## src/rtl/ssm_pkg.sv

```systemverilog
// ssm_pkg: shared types and constants of the stream substring matcher
// used by ssm_cell, ssm_out_buf and stream_substring_matcher; no dependencies
`timescale 1ns / 1ps

package ssm_pkg;

    localparam int CHAR_W          = 21;
    localparam int POS_W           = 17;
    localparam int PLEN_W          = 4;
    localparam int MAX_PATTERN     = 8;
    localparam int PAT_IDX_W       = $clog2(MAX_PATTERN);
    localparam int MAX_TEXT_LENGTH = 65536;
    localparam int PAIR_COUNT      = 4;
    localparam int PAIR_W          = 2 * CHAR_W;
    localparam int APB_DATA_W      = 64;
    localparam int APB_ADDR_W      = 6;
    localparam int REG_IDX_W       = 3;

    typedef enum logic [REG_IDX_W-1:0] {
        REG_PATTERN_LENGTH = 3'd0,
        REG_PATTERN_PAIR_0 = 3'd1,
        REG_PATTERN_PAIR_1 = 3'd2,
        REG_PATTERN_PAIR_2 = 3'd3,
        REG_PATTERN_PAIR_3 = 3'd4
    } reg_index_t;

    typedef struct packed {
        logic take;
        logic clear;
    } cell_ctrl_t;

    typedef struct packed {
        logic             first_found;
        logic [POS_W-1:0] first_position;
        logic             last_found;
        logic [POS_W-1:0] last_position;
        logic             ends_with_pattern;
        logic             text_too_long;
    } ssm_result_t;

endpackage

```

## src/rtl/ssm_cell.sv

```systemverilog
// ssm_cell: one pattern position; holds the partial-match bit for its prefix
// depends on ssm_pkg
`timescale 1ns / 1ps

module ssm_cell
    import ssm_pkg::*;
(
    input  logic              clk,
    input  logic              rst_n,
    input  cell_ctrl_t        ctrl,
    input  logic [CHAR_W-1:0] text_char,
    input  logic [CHAR_W-1:0] pat_char,
    input  logic              prev_prefix,
    output logic              hit,
    output logic              prefix
);

    logic prefix_reg;
    logic prefix_next;

    assign hit = prev_prefix && (text_char == pat_char);

    always_comb
    begin
        if (ctrl.clear)
        begin
            prefix_next = 1'b0;
        end
        else if (ctrl.take)
        begin
            prefix_next = hit;
        end
        else
        begin
            prefix_next = prefix_reg;
        end
    end

    always_ff @(posedge clk or negedge rst_n)
    begin
        if (!rst_n)
        begin
            prefix_reg <= 1'b0;
        end
        else
        begin
            prefix_reg <= prefix_next;
        end
    end

    assign prefix = prefix_reg;

endmodule

```

## src/rtl/ssm_out_buf.sv

```systemverilog
// ssm_out_buf: two-slot result buffer (output register plus skid slot)
// depends on ssm_pkg
`timescale 1ns / 1ps

module ssm_out_buf
    import ssm_pkg::*;
(
    input  logic        clk,
    input  logic        rst_n,
    input  logic        push,
    input  ssm_result_t push_data,
    input  logic        out_stall,
    output logic        out_valid,
    output ssm_result_t out_data,
    output logic        full
);

    logic        out_valid_reg;
    logic        out_valid_next;
    logic        skid_valid_reg;
    logic        skid_valid_next;
    ssm_result_t out_data_reg;
    ssm_result_t out_data_next;
    ssm_result_t skid_data_reg;
    ssm_result_t skid_data_next;
    logic        pop;

    assign pop = out_valid_reg && !out_stall;

    always_comb
    begin
        out_valid_next  = out_valid_reg;
        skid_valid_next = skid_valid_reg;
        out_data_next   = out_data_reg;
        skid_data_next  = skid_data_reg;
        if (skid_valid_reg)
        begin
            if (pop)
            begin
                out_data_next   = skid_data_reg;
                skid_valid_next = 1'b0;
            end
        end
        else if (out_valid_reg)
        begin
            if (pop && push)
            begin
                out_data_next = push_data;
            end
            else if (pop)
            begin
                out_valid_next = 1'b0;
            end
            else if (push)
            begin
                skid_data_next  = push_data;
                skid_valid_next = 1'b1;
            end
        end
        else if (push)
        begin
            out_data_next  = push_data;
            out_valid_next = 1'b1;
        end
    end

    always_ff @(posedge clk or negedge rst_n)
    begin
        if (!rst_n)
        begin
            out_valid_reg  <= 1'b0;
            skid_valid_reg <= 1'b0;
        end
        else
        begin
            out_valid_reg  <= out_valid_next;
            skid_valid_reg <= skid_valid_next;
        end
    end

    always_ff @(posedge clk)
    begin
        out_data_reg  <= out_data_next;
        skid_data_reg <= skid_data_next;
    end

    assign out_valid = out_valid_reg;
    assign out_data  = out_data_reg;
    assign full      = skid_valid_reg;

endmodule

```

## src/rtl/stream_substring_matcher.sv

```systemverilog
// stream_substring_matcher: top level with config registers, cell row and result tracking
// depends on ssm_pkg, ssm_cell and ssm_out_buf
`timescale 1ns / 1ps

// Takes one text character per clock cycle while in_stall is low. A row of eight
// cells, one per pattern position, passes partial-match bits along at each
// character, so a match ending at the current character is known in the cycle it
// arrives. The result of a text appears on the output in the cycle after the item
// carrying text_last is accepted when no earlier result is waiting there; otherwise
// it waits in the second slot. Two result slots sit at the output: in_stall rises
// only when both hold results that the downstream side has not yet taken. Characters
// beyond 65536 per text are dropped and flagged. The pattern registers sit at byte
// addresses 0, 8, 16, 24 and 32 and should be written only between texts.

module stream_substring_matcher
    import ssm_pkg::*;
(
    input  logic                  clk,
    input  logic                  rst_n,
    input  logic                  psel,
    input  logic                  penable,
    input  logic                  pwrite,
    input  logic [APB_ADDR_W-1:0] paddr,
    input  logic [APB_DATA_W-1:0] pwdata,
    output logic [APB_DATA_W-1:0] prdata,
    output logic                  pready,
    input  logic                  in_valid,
    output logic                  in_stall,
    input  logic [CHAR_W-1:0]     text_char,
    input  logic                  char_valid,
    input  logic                  text_last,
    output logic                  out_valid,
    input  logic                  out_stall,
    output logic                  first_found,
    output logic [POS_W-1:0]      first_position,
    output logic                  last_found,
    output logic [POS_W-1:0]      last_position,
    output logic                  ends_with_pattern,
    output logic                  text_too_long
);

    logic [PLEN_W-1:0] pattern_length_reg;
    logic [PAIR_W-1:0] pattern_pair_reg [PAIR_COUNT];
    reg_index_t        reg_idx;
    logic              cfg_write;

    logic [POS_W-1:0]  chars_seen_reg;
    logic [POS_W-1:0]  chars_seen_next;
    logic              have_first_reg;
    logic              have_first_next;
    logic [POS_W-1:0]  earliest_reg;
    logic [POS_W-1:0]  earliest_next;
    logic [POS_W-1:0]  latest_reg;
    logic [POS_W-1:0]  latest_next;
    logic              match_reg;
    logic              match_next;
    logic              overflow_reg;
    logic              overflow_next;

    logic [PLEN_W-1:0] plen;
    logic              accept;
    logic              close;
    logic              sat;
    logic              take;
    logic              drop;
    logic              full_hit;
    logic [POS_W-1:0]  start_pos;
    cell_ctrl_t        ctrl;
    logic [MAX_PATTERN-1:0] hit_vec;
    logic [MAX_PATTERN:0]   prefix_vec;
    ssm_result_t       result;
    ssm_result_t       out_data;
    logic              buf_full;

    // configuration port
    assign pready    = 1'b1;
    assign reg_idx   = reg_index_t'(paddr[APB_ADDR_W-1:APB_ADDR_W-REG_IDX_W]);
    assign cfg_write = psel && penable && pwrite;

    always_ff @(posedge clk or negedge rst_n)
    begin
        if (!rst_n)
        begin
            pattern_length_reg <= '0;
            for (int i = 0; i < PAIR_COUNT; i++)
            begin
                pattern_pair_reg[i] <= '0;
            end
        end
        else if (cfg_write)
        begin
            case (reg_idx)
                REG_PATTERN_LENGTH: pattern_length_reg  <= pwdata[PLEN_W-1:0];
                REG_PATTERN_PAIR_0: pattern_pair_reg[0] <= pwdata[PAIR_W-1:0];
                REG_PATTERN_PAIR_1: pattern_pair_reg[1] <= pwdata[PAIR_W-1:0];
                REG_PATTERN_PAIR_2: pattern_pair_reg[2] <= pwdata[PAIR_W-1:0];
                REG_PATTERN_PAIR_3: pattern_pair_reg[3] <= pwdata[PAIR_W-1:0];
                default: ;
            endcase
        end
    end

    always_comb
    begin
        case (reg_idx)
            REG_PATTERN_LENGTH: prdata = APB_DATA_W'(pattern_length_reg);
            REG_PATTERN_PAIR_0: prdata = APB_DATA_W'(pattern_pair_reg[0]);
            REG_PATTERN_PAIR_1: prdata = APB_DATA_W'(pattern_pair_reg[1]);
            REG_PATTERN_PAIR_2: prdata = APB_DATA_W'(pattern_pair_reg[2]);
            REG_PATTERN_PAIR_3: prdata = APB_DATA_W'(pattern_pair_reg[3]);
            default:            prdata = '0;
        endcase
    end

    // control
    assign plen   = (pattern_length_reg > PLEN_W'(MAX_PATTERN)) ?
                    PLEN_W'(MAX_PATTERN) : pattern_length_reg;
    assign accept = in_valid && !in_stall;
    assign close  = accept && text_last;
    assign sat    = (chars_seen_reg == POS_W'(MAX_TEXT_LENGTH));
    assign take   = accept && char_valid && !sat;
    assign drop   = accept && char_valid && sat;

    assign ctrl.take  = take;
    assign ctrl.clear = close;

    // cell row
    assign prefix_vec[0] = 1'b1;

    for (genvar k = 0; k < MAX_PATTERN; k++)
    begin : g_cell
        ssm_cell u_cell (
            .clk         (clk),
            .rst_n       (rst_n),
            .ctrl        (ctrl),
            .text_char   (text_char),
            .pat_char    (pattern_pair_reg[k / 2][(k % 2) * CHAR_W +: CHAR_W]),
            .prev_prefix (prefix_vec[k]),
            .hit         (hit_vec[k]),
            .prefix      (prefix_vec[k + 1])
        );
    end

    assign full_hit  = take && (plen != '0) &&
                       hit_vec[PAT_IDX_W'(plen - PLEN_W'(1))];
    assign start_pos = chars_seen_reg + POS_W'(1) - POS_W'(plen);

    // position tracking
    always_comb
    begin
        chars_seen_next = take ? chars_seen_reg + POS_W'(1) : chars_seen_reg;
        have_first_next = have_first_reg || full_hit;
        earliest_next   = (full_hit && !have_first_reg) ? start_pos : earliest_reg;
        latest_next     = full_hit ? start_pos : latest_reg;
        match_next      = take ? full_hit : match_reg;
        overflow_next   = overflow_reg || drop;

        result = '0;
        result.text_too_long = overflow_next;
        if (!overflow_next)
        begin
            if (plen == '0)
            begin
                result.first_found       = 1'b1;
                result.last_found        = 1'b1;
                result.last_position     = chars_seen_next;
                result.ends_with_pattern = 1'b1;
            end
            else if (have_first_next)
            begin
                result.first_found       = 1'b1;
                result.last_found        = 1'b1;
                result.first_position    = earliest_next;
                result.last_position     = latest_next;
                result.ends_with_pattern = match_next;
            end
        end
    end

    always_ff @(posedge clk or negedge rst_n)
    begin
        if (!rst_n)
        begin
            chars_seen_reg <= '0;
            have_first_reg <= 1'b0;
            earliest_reg   <= '0;
            latest_reg     <= '0;
            match_reg      <= 1'b0;
            overflow_reg   <= 1'b0;
        end
        else if (close)
        begin
            chars_seen_reg <= '0;
            have_first_reg <= 1'b0;
            earliest_reg   <= '0;
            latest_reg     <= '0;
            match_reg      <= 1'b0;
            overflow_reg   <= 1'b0;
        end
        else
        begin
            chars_seen_reg <= chars_seen_next;
            have_first_reg <= have_first_next;
            earliest_reg   <= earliest_next;
            latest_reg     <= latest_next;
            match_reg      <= match_next;
            overflow_reg   <= overflow_next;
        end
    end

    // result output
    ssm_out_buf u_out_buf (
        .clk       (clk),
        .rst_n     (rst_n),
        .push      (close),
        .push_data (result),
        .out_stall (out_stall),
        .out_valid (out_valid),
        .out_data  (out_data),
        .full      (buf_full)
    );

    assign in_stall          = buf_full;
    assign first_found       = out_data.first_found;
    assign first_position    = out_data.first_position;
    assign last_found        = out_data.last_found;
    assign last_position     = out_data.last_position;
    assign ends_with_pattern = out_data.ends_with_pattern;
    assign text_too_long     = out_data.text_too_long;

    // checks
    a_stall_needs_output: assert property (@(posedge clk) disable iff (!rst_n)
        in_stall |-> out_valid)
        else $error("input stalled with no result pending");

    a_found_flags_agree: assert property (@(posedge clk) disable iff (!rst_n)
        out_valid |-> (first_found == last_found))
        else $error("first and last found flags differ");

    a_overflow_clean: assert property (@(posedge clk) disable iff (!rst_n)
        (out_valid && text_too_long) |-> (!first_found && !ends_with_pattern &&
        (first_position == '0) && (last_position == '0)))
        else $error("overflowed text reports a match");

    a_position_order: assert property (@(posedge clk) disable iff (!rst_n)
        (out_valid && first_found) |-> (first_position <= last_position))
        else $error("first occurrence after last occurrence");

    a_text_cleared: assert property (@(posedge clk) disable iff (!rst_n)
        close |=> (chars_seen_reg == '0) && !have_first_reg && !overflow_reg)
        else $error("text state not cleared after close");

endmodule

```

## config.mk

```make
export PLATFORM = sky130hd
export DESIGN_NAME = stream_substring_matcher
export DESIGN_NICKNAME = d
export VERILOG_FILES = /design/src/rtl/ssm_pkg.sv /design/src/rtl/ssm_cell.sv /design/src/rtl/ssm_out_buf.sv /design/src/rtl/stream_substring_matcher.sv
export SDC_FILE = /design/constraint.sdc
export NUM_CORES = 1
export LEC_CHECK = 0
export BUFFER_PORTS_ARGS = -buffer_cell sky130_fd_sc_hd__buf_2
export CORE_ASPECT_RATIO = 2
export CORE_MARGIN = 3
export CORE_UTILIZATION = 55
export DETAILED_ROUTE_END_ITERATION = 8
export PLACE_DENSITY = 0.83
export SETUP_SLACK_MARGIN = 0.15
export SLEW_MARGIN = 20
export SYNTH_ARGS = -nofsm -noshare
export SYNTH_HDL_FRONTEND = slang
export SYNTH_SLANG_ARGS = --single-unit
```

## constraint.sdc

```tcl
create_clock -name clk -period 5.4 [get_ports clk]
set_clock_uncertainty 0.05 [all_clocks]
set_input_delay 0.54 -clock clk [delete_from_list [all_inputs] [get_ports clk]]
set_output_delay 0.54 -clock clk [all_outputs]
set_load 0.02 [all_outputs]
```

==> reports/results.txt <==
The run gives 1080 ps as the final setup slack of the worst path. The worst register-to-register path has a setup slack of 1080 ps. Startpoint of the worst-slack reg-to-reg timing path: chars_seen_reg[11]. The count of flip-flops with a built-in enable after synthesis is 74. The tools report the final hold slack as 195 ps. The worst reg-to-reg path cell count was 9. The clock share of power is 0.252, and the mapped cell area is 16600 µm². The number of hold-slack violations in the final timing report was 0. The total placed instance area came out at 17500 µm². The dominant combinational cell family by area after synthesis was multiplexers.

The synthesized-area fraction occupied by ao, oa, aoi and oai cells is 0.0958. The worst hold path belongs to the class input pin to flop. The number of cells produced by synthesis was 1519; the global-route congestion overflow total was 0. The number of buffers inserted during clock tree synthesis is 28.

Entering global routing, the biggest net connects 162 pins. The fraction of layout instances using a drive strength above 1 was 0.264. The flow ran to the end, and the final reports show no timing, DRC or antenna violations.

The placement row count is 89, and the detail-routed via count per cell is 6.17. The first routing iteration left 894 violations. The worst hold path was traced through 2 stages.

Setup repair after global routing left no endpoint under its margin. The most common cell after layout, fill and taps aside was dfrtp_1. Yosys printed 0 warnings. The worst register-to-register path ends at u_out_buf.out_data[15]. Clock latency on the worst-skew pair, taken at its later pin, is 570 ps. The remaining max-slew budget at the tightest pin is 0.346.

The tools report the number of antenna violations at the first check in global routing as 2. IR analysis of the VDD net gives a maximum drop of 0.000353 V. The number of global-route vias before repair was 12700. Max-cap violations in this run came to 0.

The data arrival time at the worst-slack endpoint was 4580 ps; the wire length of the first global-routing pass was 71000 µm. Once detail routing completed, the nets flagged for antenna violations numbered 0. The share of total power consumed by net switching works out to 0.364.

OpenSTA, run right after detailed placement, puts the worst setup slack at 1060 ps. For the final instance area, the log shows 18500 µm². The clock transition at the registers of the reported paths is 70 ps.

The category of the worst setup path capture point was a flop. The detailed router placed 12400 vias in this run. Power per cell area: 427 nW/µm². The sequential fraction of the synthesis area is 0.489, and the xor and xnor area share after synthesis is 0.109. The analysis attributes to net switching a power of 2870 µW.

The synthesized area divided by synthesized cell count is 10.9 µm², and the number of synthesized register bits is 309. The fraction of the mapped netlist area in adder cells came out at 0.00649. In the layout the commonest cells are dfrtp_1 (235), mux2_2 (181), buf_2 (155). The end point of the most critical hold path was pattern_pair_reg[89].

Tracing the worst setup path back leads to its startpoint at chars_seen_reg[11]. Buffers added to address setup during post-CTS repair amount to 0. The slew at the pin closest to its max-slew limit was 978 ps; the area added between synthesis and finish was 11.3%. The congestion estimate from routability-driven global placement came to 0.966.

For the final routed database, the setup TNS stands at 0 ps. The post-layout minimum cycle time was 4320 ps; the part of the cycle the worst path needs was 0.800. The source of the worst hold timing path was pwdata[5]. The first detailed-routing pass ran for 5 iterations. The logs give 5010 µW for the total internal power and 0.328 for the combinational power share. The starting utilization of the core area was 0.560.

The sequential fraction of design power is 0.421, and the flip-flop count of the largest register, all copies and words added is 168. The unique cell type count in the Yosys netlist is 76. The run gives 0.283 as the overall global routing resource usage.

The multiplexer share of the synthesized area is 0.136, and the die footprint is 32400 µm². In this run the static leakage power is 0.00795 µW. The run gives 1 as the CTS H-tree depth. The fraction of synthesis flops using an asynchronous set or reset pin was 0.761. Fraction of the mapped netlist area in simple logic gates: 0.119. The run gives 0 as the final count of negative-setup-slack endpoints.

Timing would allow up to 231 MHz. The floorplan step defined a core boundary enclosing 29600 µm². The class of the most critical setup path is flop to flop. For this run, the leading register cell type out of synthesis is dfrtp_1. Final routed wirelength across all metal layers: 46500 µm. The average routed wire per standard cell came out at 23.2 µm. Category of the worst setup path launch point: a flop. The logs give 205 for the top-level I/O count and 0 for the DRC violations left. From left edge to right edge, the die measures 129 µm. In this run the worst path has a maximum fanout of 21. The total number of nets in the final design is 1728. TritonCTS built the clock tree. Data on the critical path is required at its endpoint by 5660 ps.

The max-slew violation count was 0. From bottom edge to top edge, the die measures 252 µm. No sink is reached through more buffers than the 3 on the longest clock path. Counting every sink on the clock net gives 309. The count of buffers added on input and output ports is 156. The clock root buffer master is clkbuf_16.

Detailed placement finished with a half-perimeter wire length of 33700 µm.
synthesized netlist by cell type (3+ instances only):
library cell  number  area [µm²]
nand4_1           38         238
or4_1              3        22.5
clkbuf_1          66         248
o211ai_1           3        22.5
dfrtp_1          235        5880
xnor2_1          146        1280
mux2_2           181        2040
a31oi_1           16         100
buf_4             29         218
inv_1             18        67.6
a211oi_1           5        37.5
edfxtp_1          74        2220
nor2_1            89         334
o22ai_1            4        25.0
and2_1            12        75.1
nor3_1            15        75.1
a21oi_1           51         255
or2_2              4        25.0
nand2_1          151         567
nand2b_1           5        31.3
or3_1              8        50.1
ha_1               7        87.6
buf_2             32         160
and3_1            16         100
nand3_1           29         145
a22o_1             3        26.3
a22oi_1           78         586
mux2i_1           20         200
o31ai_1           14         105
nor4_1            20         125
o21a_1             3        22.5
o21ai_0           24         120
nor2b_1            7        43.8
xor2_1            61         534
how the worst max path moves through the flow:
stage | cells past startpoint | slack [ps] | endpoint
2_1_floorplan | 4 | 1940 | u_out_buf.out_data[0]
3_5_place_dp | 10 | 1060 | u_out_buf.out_data[5]
3_3_place_gp | 10 | 1150 | u_out_buf.out_data[5]
6_report | 9 | 1080 | u_out_buf.out_data[15]
4_1_cts | 9 | 1120 | u_out_buf.out_data[15]
5_1_grt | 9 | 860 | u_out_buf.out_data[15]
critical path, cell delays in order, from the launching register on:
cell     delay [ps]
dfrtp_1         510
or3_1           510
or4_4           530
nor4_4          190
or2b_4          280
a41oi_1          90
o211a_1         480
o31ai_4         880
nor2_1          230
a32o_1          290
what timing repair did:
item | 4_1_cts | 5_1_grt
hold buffers | 1 | 0
resized for setup | 0 | 0
endpoints found under the hold margin | 74 | 0
through the flow:
stage,total power (µW),utilization,std cells
after floorplan,5040,-,1540
after global placement,5790,0.590,1951
after detailed placement,5900,0.590,1951
after CTS,7890,0.621,2004
after global routing,8240,0.623,2008
final,7880,0.623,2008
routing by layer:
| layer | global-route usage | vias up | wire length (µm) |
|---|---|---|---|
| li1 | - | 5540 | - |
| met1 | 0.281 | 6102 | 15000 |
| met2 | 0.508 | 534 | 24600 |
| met3 | 0.0335 | 205 | 2070 |
| met4 | 0.242 | 0 | 4820 |
| met5 | 0 | - | 0 |
final cells by class:
type | instances | area (µm²)
antenna | 2 | 5.00
clock buffer | 35 | 788
clock inverter | 17 | 114
fill | 2318 | 11200
inverter | 18 | 67.6
multi-input combinational | 1082 | 7890
sequential | 309 | 8100
tap | 364 | 455
timing repair buffer | 181 | 1030
cell families after synthesis:
logic type,Yosys count
compound gates,231
xor+xnor,207
fa+ha+maj,8
buf+inv,149
flops,309
mux,202
other cells,2
simple gates,411
power by group through the flow:
stage               clock network (µW)  logic [µW]  registers (µW)
global placement                     0        2470            3320
CTS                               2010        2560            3310
finish                            1980        2580            3310
floorplan                            0        1680            3350
detailed placement                   0        2550            3350
global route                      2090        2780            3360
Note: power is estimated with default switching activity, not from simulation.
